$ cat src/hw/rtl/trb_ram.sv
`timescale 1ns / 1ps
// ----------------------------------------------------------------------------
// trb_ram: generic simple dual-port RAM
// One write port, one read port, registered read data.
// ----------------------------------------------------------------------------
module trb_ram #(
    parameter int WIDTH = 8,
    parameter int DEPTH = 16
) (
    input  logic                     aclk,
    input  logic                     we,
    input  logic [$clog2(DEPTH)-1:0] waddr,
    input  logic [WIDTH-1:0]         wdata,
    input  logic [$clog2(DEPTH)-1:0] raddr,
    output logic [WIDTH-1:0]         rdata
);

    logic [WIDTH-1:0] mem [DEPTH];
    logic [WIDTH-1:0] rdata_reg;

    always_ff @(posedge aclk) begin
        if (we) begin
            mem[waddr] <= wdata;
        end
        rdata_reg <= mem[raddr];
    end

    assign rdata = rdata_reg;

endmodule

$ cat config.mk
export PLATFORM = sky130hd
export DESIGN_NAME = trb_ram
export DESIGN_NICKNAME = d
export VERILOG_FILES = /design/src/hw/rtl/trb_ram.sv
export SDC_FILE = /design/constraint.sdc
export NUM_CORES = 1
export LEC_CHECK = 0
export BUFFER_PORTS_ARGS = -buffer_cell sky130_fd_sc_hd__clkbuf_2
export CAP_MARGIN = 20
export CORE_MARGIN = 2
export CORE_UTILIZATION = 46
export CTS_CLUSTER_SIZE = 25
export DETAILED_ROUTE_END_ITERATION = 8
export PLACE_DENSITY = 0.68
export SLEW_MARGIN = 15
export SYNTH_ARGS = -nofsm -noshare
export SYNTH_HDL_FRONTEND = slang
export SYNTH_SLANG_ARGS = --single-unit
$ cat constraint.sdc
create_clock -name aclk -period 3.4 [get_ports aclk]
set_input_delay 0.17 -clock aclk [delete_from_list [all_inputs] [get_ports aclk]]
set_output_delay 0.17 -clock aclk [all_outputs]
set_load 0.02 [all_outputs]
# Word level (Yosys, flattened, before mapping)
# Memory sizes are Yosys's and may differ from the RTL's. A register that Yosys moved wholly into a read port is not among the register bits.
# Cells that the tools add are included.
# totals
word_cells,3
mem_count,1
input_bits,18
ff_bits,0
ramBits,128
output_inout_bits,8
# op_classes
muxes,2
# mem_list
memory,words,width,read_ports,rd_ports_with_merged_regs,wr,line_no,source
mem,16,8,1,1,1,18,logic [WIDTH-1:0] mem [DEPTH];
# op_table
cell,n
two-way mux 1 bit,2

# Longest topological paths before layout
# Gate-level depths: netlist of the first run.
# logic_depth
ltp_word,2
depth_mapped,5
ltp_nobuf,3

# Worst setup path after synthesis of the first run
# No wires, ideal clock.
# synth_path
kind,input-to-reg
start,in waddr[2]
end,"mem mem[0][0], enable pin"
cell_stages,2
t_arrival_ps,1280
setup_slack_ps,1737
setup_ps,383
path_buffers,0
path_cell_list,or3b_2 nor3_1
# synth_lines
item,line_no,source
from (decl),12,"input logic [$clog2(DEPTH)-1:0] waddr,"
to (decl),18,
# No word-level cell before the write port.

==> results_dict.tcl, run 1 <==
set metrics [dict create \
    grt_max_degree 33 \
    port_buffers 25 \
    post-place-ws_ns 1.456 \
    ctsResizeCount 0 \
    worst_r2r_path_depth 3 \
    cts_sinks 136 \
    place.gp.congestion 0.6928 \
    worst_pin_slew_ns 0.9741 \
    dr.pass1.iters 4 \
    rows 38 \
    p_leak_nw 2.028 \
    drive_gt1_share_pct 28.83 \
    avgViaCountPerCell 5.544 \
    start_kind "flop" \
    hold_violations 0 \
    highest_layer "met4" \
    wl_per_cell_microns 22.54 \
    clk_pin_slew_ns 0.06 \
    slew_headroom_pct 34.82 \
    syn_area_sq_um 5147 \
    cp_data_required_time_ns 3.79 \
    slowest_delay_ns 0.53 \
    cts_max_level 4 \
    status "finished, final reports clean" \
    synthCells 229 \
    dieArea_sq_um 12050 \
    ys_warn_count 0 \
    m1WireLength_mm 4.070 \
    totalNegativeSetupSlack_ns 0 \
    crit_path_end_kind "flop" \
    vdd_ir_drop_max_mv 0.3063 \
    min_to "mem[9][7]" \
    grt_pass1_vias 2415 \
    antenna_cells 0 \
    p_total_mw 3.961 \
    synth_nets 247 \
    dpl.hpwl_mm 5.769 \
    vias 2334 \
    largest_reg_flops 128 \
    synthDistinctLibCells 19 \
    crit_path_max_fanout 1 \
    fin_ws_ns 1.984 \
    postRouteAntennaNets 0 \
    die_y_microns 109.8 \
    fin_area_sq_um 6032 \
    critical_path_class "reg -> reg" \
    grt.total_usage_pct 17.64 \
    insertion_delay_ns 0.51 \
    min_period_ns 1.416 \
    initial_core_util_pct 47.28 \
    avgSynthCellArea_sq_um 22.48 \
    cts_made_buffers 17 \
    syn2layout_area_growth_pct 17.19 \
    cts_tree "yes" \
    final_nets 287 \
    grt_pass1_wl_mm 14.29 \
    grt_antenna_before_repair 0 \
    core_area_sq_um 10890 \
    routed_wl_mm 9.489 \
    slew_violations 0 \
    cap_violations 0 \
    overflow 0 \
    r2r_slack_ns 1.98 \
    route.detailed.drc 0 \
    arrival_ns 1.81 \
    ios 26 \
    die_w_microns 109.8 \
    dr_wl_met2_mm 4.899 \
    ys_seq_elements 136 \
    hold_start "wdata[7]" \
    cts_setup_buffers 0 \
    finalSetupViolations 0 \
    fmax_ghz 0.7061 \
    drt_iter0_drc 194 \
    r2r-end "rdata[1]" \
    yosysSeqAreaShare_pct 77.78 \
    r2r-start "mem[5][1]" \
    hold-path-cell-count 1 \
    hold_buffers 0 \
    hp-class "in -> reg" \
    power_density_nw_per_um2 656.7 \
    clock-root-buffer "clkbuf_8" \
    crit_chain "mux4_1 -> a22oi_1 -> nand2_1" \
    wl_met3_microns 427 \
    fin_crit_sh_pct 41.66 \
    finClkSkew_ns 0.008967 \
    crit_path_top_delay_cell "mux4_1" \
    clock_path_buffers 2 \
    place_area_sq_um 5406 \
    rsz0062_at_grt "false" \
]
[worst max-delay path: cells and delay by family (launching register included)]
kind / cells / cell delay (ns)
multiplexers: 1 / 0.53
flip-flops: 1 / 0.36
AO/OA/AOI/OAI: 1 / 0.32
AND/OR/NAND/NOR: 1 / 0.10
[layout make-up]
class,instances,area [sq um]
Multi-Input combinational cell,83,1057
Sequential cell,136,4004
Timing Repair Buffer,31,170.2
Clock inverter,11,170.2
Clock buffer,20,455.4
Tap cell,140,175.2
Fill cell,810,4856
[how the worst max path moves through the flow]
stage          startpoint         to  slack (ns)  cells after the start
2_1_floorplan    waddr[2]  mem[0][0]        1.74                      2
3_3_place_gp     waddr[2]  mem[1][0]        1.47                      3
3_5_place_dp     raddr[0]   rdata[7]        1.46                      5
4_1_cts          raddr[0]   rdata[7]        1.97                      5
5_1_grt          raddr[0]   rdata[7]        1.91                      5
6_report        mem[5][1]   rdata[1]        1.98                      3
[placed cells by master, fill, tap and decap left out, drive strengths merged, types with 2 or more instances in the layout]
cell type	count
a22oi	16
buf	6
bufinv	4
clkbuf	45
clkinv	3
clkinvlp	3
dfxtp	8
edfxtp	128
mux4	32
nand2	9
nand2b	2
nand3b	2
nor2	13
nor3	4
[cells in the mapped netlist (all sizes together)]
cell type      count  area (sq um)
nand3b             2         15.01
and2b              1         7.510
dfxtp              8         160.2
nand2              9         33.78
nor2b              1         6.260
nor3               4         20.02
nand3              1         5.000
nor2              13         48.80
and2               1         6.260
or3b               1         8.760
buf                7         56.30
clkdlybuf4s25      3         30.03
a22oi             16         120.1
mux4              32         773.2
nand2b             2         12.51
edfxtp           128          3844
[per-stage QoR]
step                utilization, %  std cells  hold slack [ns]
floorplan                        -        229           0.2689
global placement             49.66        390           0.5767
detailed placement           49.66        390           0.5817
CTS                          55.40        421          0.04691
global route                 55.40        421          0.09421
finish                       55.40        421          0.06847
[cell families after synthesis]
family	after synthesis	share of synthesized area (%)
flip-flops	136	77.78
AND/OR/NAND/NOR	35	3.184
multiplexers	32	15.02
AO/OA/AOI/OAI	16	2.334
buffers and inverters	10	1.677
[routing by layer]
layer  GRT usage [%]  up-vias
met1           23.14     1210
met5               0        -
met3           4.446        7
li1                -     1051
met2           28.40       66
met4           7.052        0
[power breakdown]
part | switching, mW | internal [mW]
registers | 0.00970 | 1.88
logic | 0.106 | 0.0689
clock network | 0.656 | 1.25
total | 0.772 | 3.19
Power figures use the tool's default switching activity.
==> run 2: changes to the inputs <==
--- a/config.mk
+++ b/config.mk
@@ -11,7 +11,7 @@
 export CORE_UTILIZATION = 46
 export CTS_CLUSTER_SIZE = 25
 export DETAILED_ROUTE_END_ITERATION = 8
-export PLACE_DENSITY = 0.68
+export PLACE_DENSITY = 0.7
 export SLEW_MARGIN = 15
 export SYNTH_ARGS = -nofsm -noshare
 export SYNTH_HDL_FRONTEND = slang
==> constraint.sdc (replaced) <==
create_clock -name aclk -period 1.2 [get_ports aclk]
set_input_delay 0.06 -clock aclk [delete_from_list [all_inputs] [get_ports aclk]]
set_output_delay 0.06 -clock aclk [all_outputs]
set_load 0.02 [all_outputs]
==> run 2 against run 1 <==
Compared with the run above:
- final cell count grew 7.8%
- sequential power rose to 2.8 times the previous value
- maximum frequency grew 13%
- first-iteration DRC count up 29%
- power increased to 2.6 times the previous value
- clock-buffer cell count is 2 lower
- the run now ends with negative setup slack left
- highest routed layer unchanged
- non-clock buffer count up 32
- via count is 6.3% higher
- combinational power rose to 3.4 times the previous value
- sequential cell count unchanged
- sequential share of layout area is 2.3 points lower
==> results_dict.tcl, run 2 (synthesis gave the netlist of run 1 again) <==
set metrics [dict create \
    initial_core_util_pct 47.28 \
    antenna_cells 0 \
    place.gp.congestion 0.7323 \
    dieArea_sq_um 12050 \
    place_inst 414 \
    fmax_ghz 0.7946 \
    rows 38 \
    worst_r2r_path_depth 3 \
    grt_pass1_vias 2558 \
    rsz0062_at_grt "true" \
    grt_pass1_wl_mm 14.72 \
    hold_start "waddr[0]" \
    cts_made_buffers 17 \
    min_period_ns 1.258 \
    port_buffers 25 \
    die_w_microns 109.8 \
    route.detailed.drc 0 \
    p_leak_nw 2.111 \
    finalSetupViolations 8 \
    cts_max_level 4 \
    arrival_ns 1.66 \
    layout.cells.non_filler 454 \
    multi_input_area_sq_um 1067 \
    regArea_sq_um 4004 \
    cts_tree "yes" \
    clock-root-buffer "clkbuf_8" \
    place_area_sq_um 5652 \
    min_to "mem[0][2]" \
    violations "negative setup slack" \
    die_y_microns 109.8 \
    crit_path_max_fanout 1 \
    largest_reg_flops 128 \
    grt.total_usage_pct 17.69 \
    post-place-ws_ns -0.3897 \
    fin_area_sq_um 6246 \
    core_area_sq_um 10890 \
    slew_headroom_pct 41.79 \
    grt_antenna_before_repair 0 \
    r2r_slack_ns -0.06 \
    status "complete, but fails checks" \
    hold-path-cell-count 3 \
    final_nets 319 \
    final_common_cell "edfxtp_1" \
    fin_crit_sh_pct 104.9 \
    clk_pin_slew_ns 0.06 \
    power_density_nw_per_um2 1663 \
    worst_pin_slew_ns 0.8700 \
    wl_per_cell_microns 21.48 \
    drt_iter0_drc 250 \
    vias 2480 \
    grt_max_degree 17 \
    vdd_ir_drop_max_mv 0.9549 \
    fillers 793 \
    critical_path_class "reg -> reg" \
    dpl.hpwl_mm 6.328 \
    postRouteAntennaNets 0 \
    avgViaCountPerCell 5.463 \
    slew_violations 0 \
    drive_gt1_share_pct 40.76 \
    start_kind "flop" \
    clock_path_buffers 2 \
    r2r-start "mem[0][4]" \
    fin_ws_ns -0.05846 \
    cp_data_required_time_ns 1.60 \
    r2r-end "rdata[4]" \
    dr.pass1.iters 4 \
    routed_wl_mm 9.751 \
    finClkSkew_ns 0.01266 \
    crit_path_end_kind "flop" \
    cts_setup_buffers 0 \
    hold_violations 0 \
    ios 26 \
    cap_violations 0 \
    insertion_delay_ns 0.52 \
    final_core_util_pct 57.37 \
    hp-class "in -> reg" \
    overflow 0 \
    mostFrequentLayoutCells "edfxtp_1, mux4_2, buf_4" \
    syn2layout_area_growth_pct 21.34 \
    cts_sinks 136 \
]
==> run 2: cell count changes in the layout (fill, tap and decap cells not counted), moves of 4 or more <==
cell           change
bufinv_16          -4
a22oi_1            -8
buf_4             +20
mux4_1            -12
buf_12             +4
mux4_2            +12
dlygate4sd3_1      +8
a22oi_2            +8
==> run 2: worst max-delay path, stage by stage, from the launching register on <==
cell and delay [ns]:
edfxtp_1 0.37, mux4_2 0.48, a22oi_2 0.22, nand2_1 0.08
==> run 2: where the power goes <==
part	internal [mW]	total [mW]	leakage [nW]	switching [mW]
clock network	2.54	4.45	0.249	1.91
logic	0.268	0.601	0.639	0.332
registers	5.31	5.34	1.22	0.0286
==> run 2: final cells by class <==
type                    instances  area share [%]
clock inverters                14           1.623
clock buffers                  18           6.691
repair buffers                 63           7.692
flip-flops and latches        136           64.10
well taps                     140           2.804
multi-input cells              83           17.09
==> run 2: what timing repair did <==
item / in CTS / in global routing
gates resized for setup: 16 / 4
hold endpoints to repair: 128 / 0
endpoints found under the setup margin: 8 / 8
hold buffers: 8 / 0
pin swaps: 9 / 3
==> run 2: metal layers <==
metal  vias to the layer above  part of all wire [%]  track usage, %  wire length, microns
li1                       1108                     -               -                     -
met1                      1279                    43           22.87                  4153
met2                        83                    51           28.31                  4978
met3                        10                   5.3           4.920                   512
met4                         0                   1.1           7.324                   106
met5                         -                     0               0                     0
==> run 2: worst max path at each step <==
stage | to | from | depth (start not counted)
finish | rdata[4] | mem[0][4] | 3
global route | rdata[5] | mem[3][5] | 3
CTS | rdata[6] | mem[7][6] | 3
detailed placement | rdata[3] | raddr[0] | 5
global placement | rdata[3] | raddr[0] | 5
floorplan | mem[3][0] | waddr[2] | 2
==> run 2: per-stage QoR <==
| step | TNS, ns | total power [mW] | hold slack, ns |
|---|---|---|---|
| final | -0.3531 | 10.39 | 0.1294 |
| after global routing | -0.7082 | 10.74 | 0.1235 |
| after CTS | -0.3878 | 10.49 | 0.09823 |
| after detailed placement | -6.205 | 5.998 | 0.4735 |
| after global placement | -5.714 | 5.979 | 0.4664 |
| after floorplan | -3.903 | 5.745 | 0.1589 |
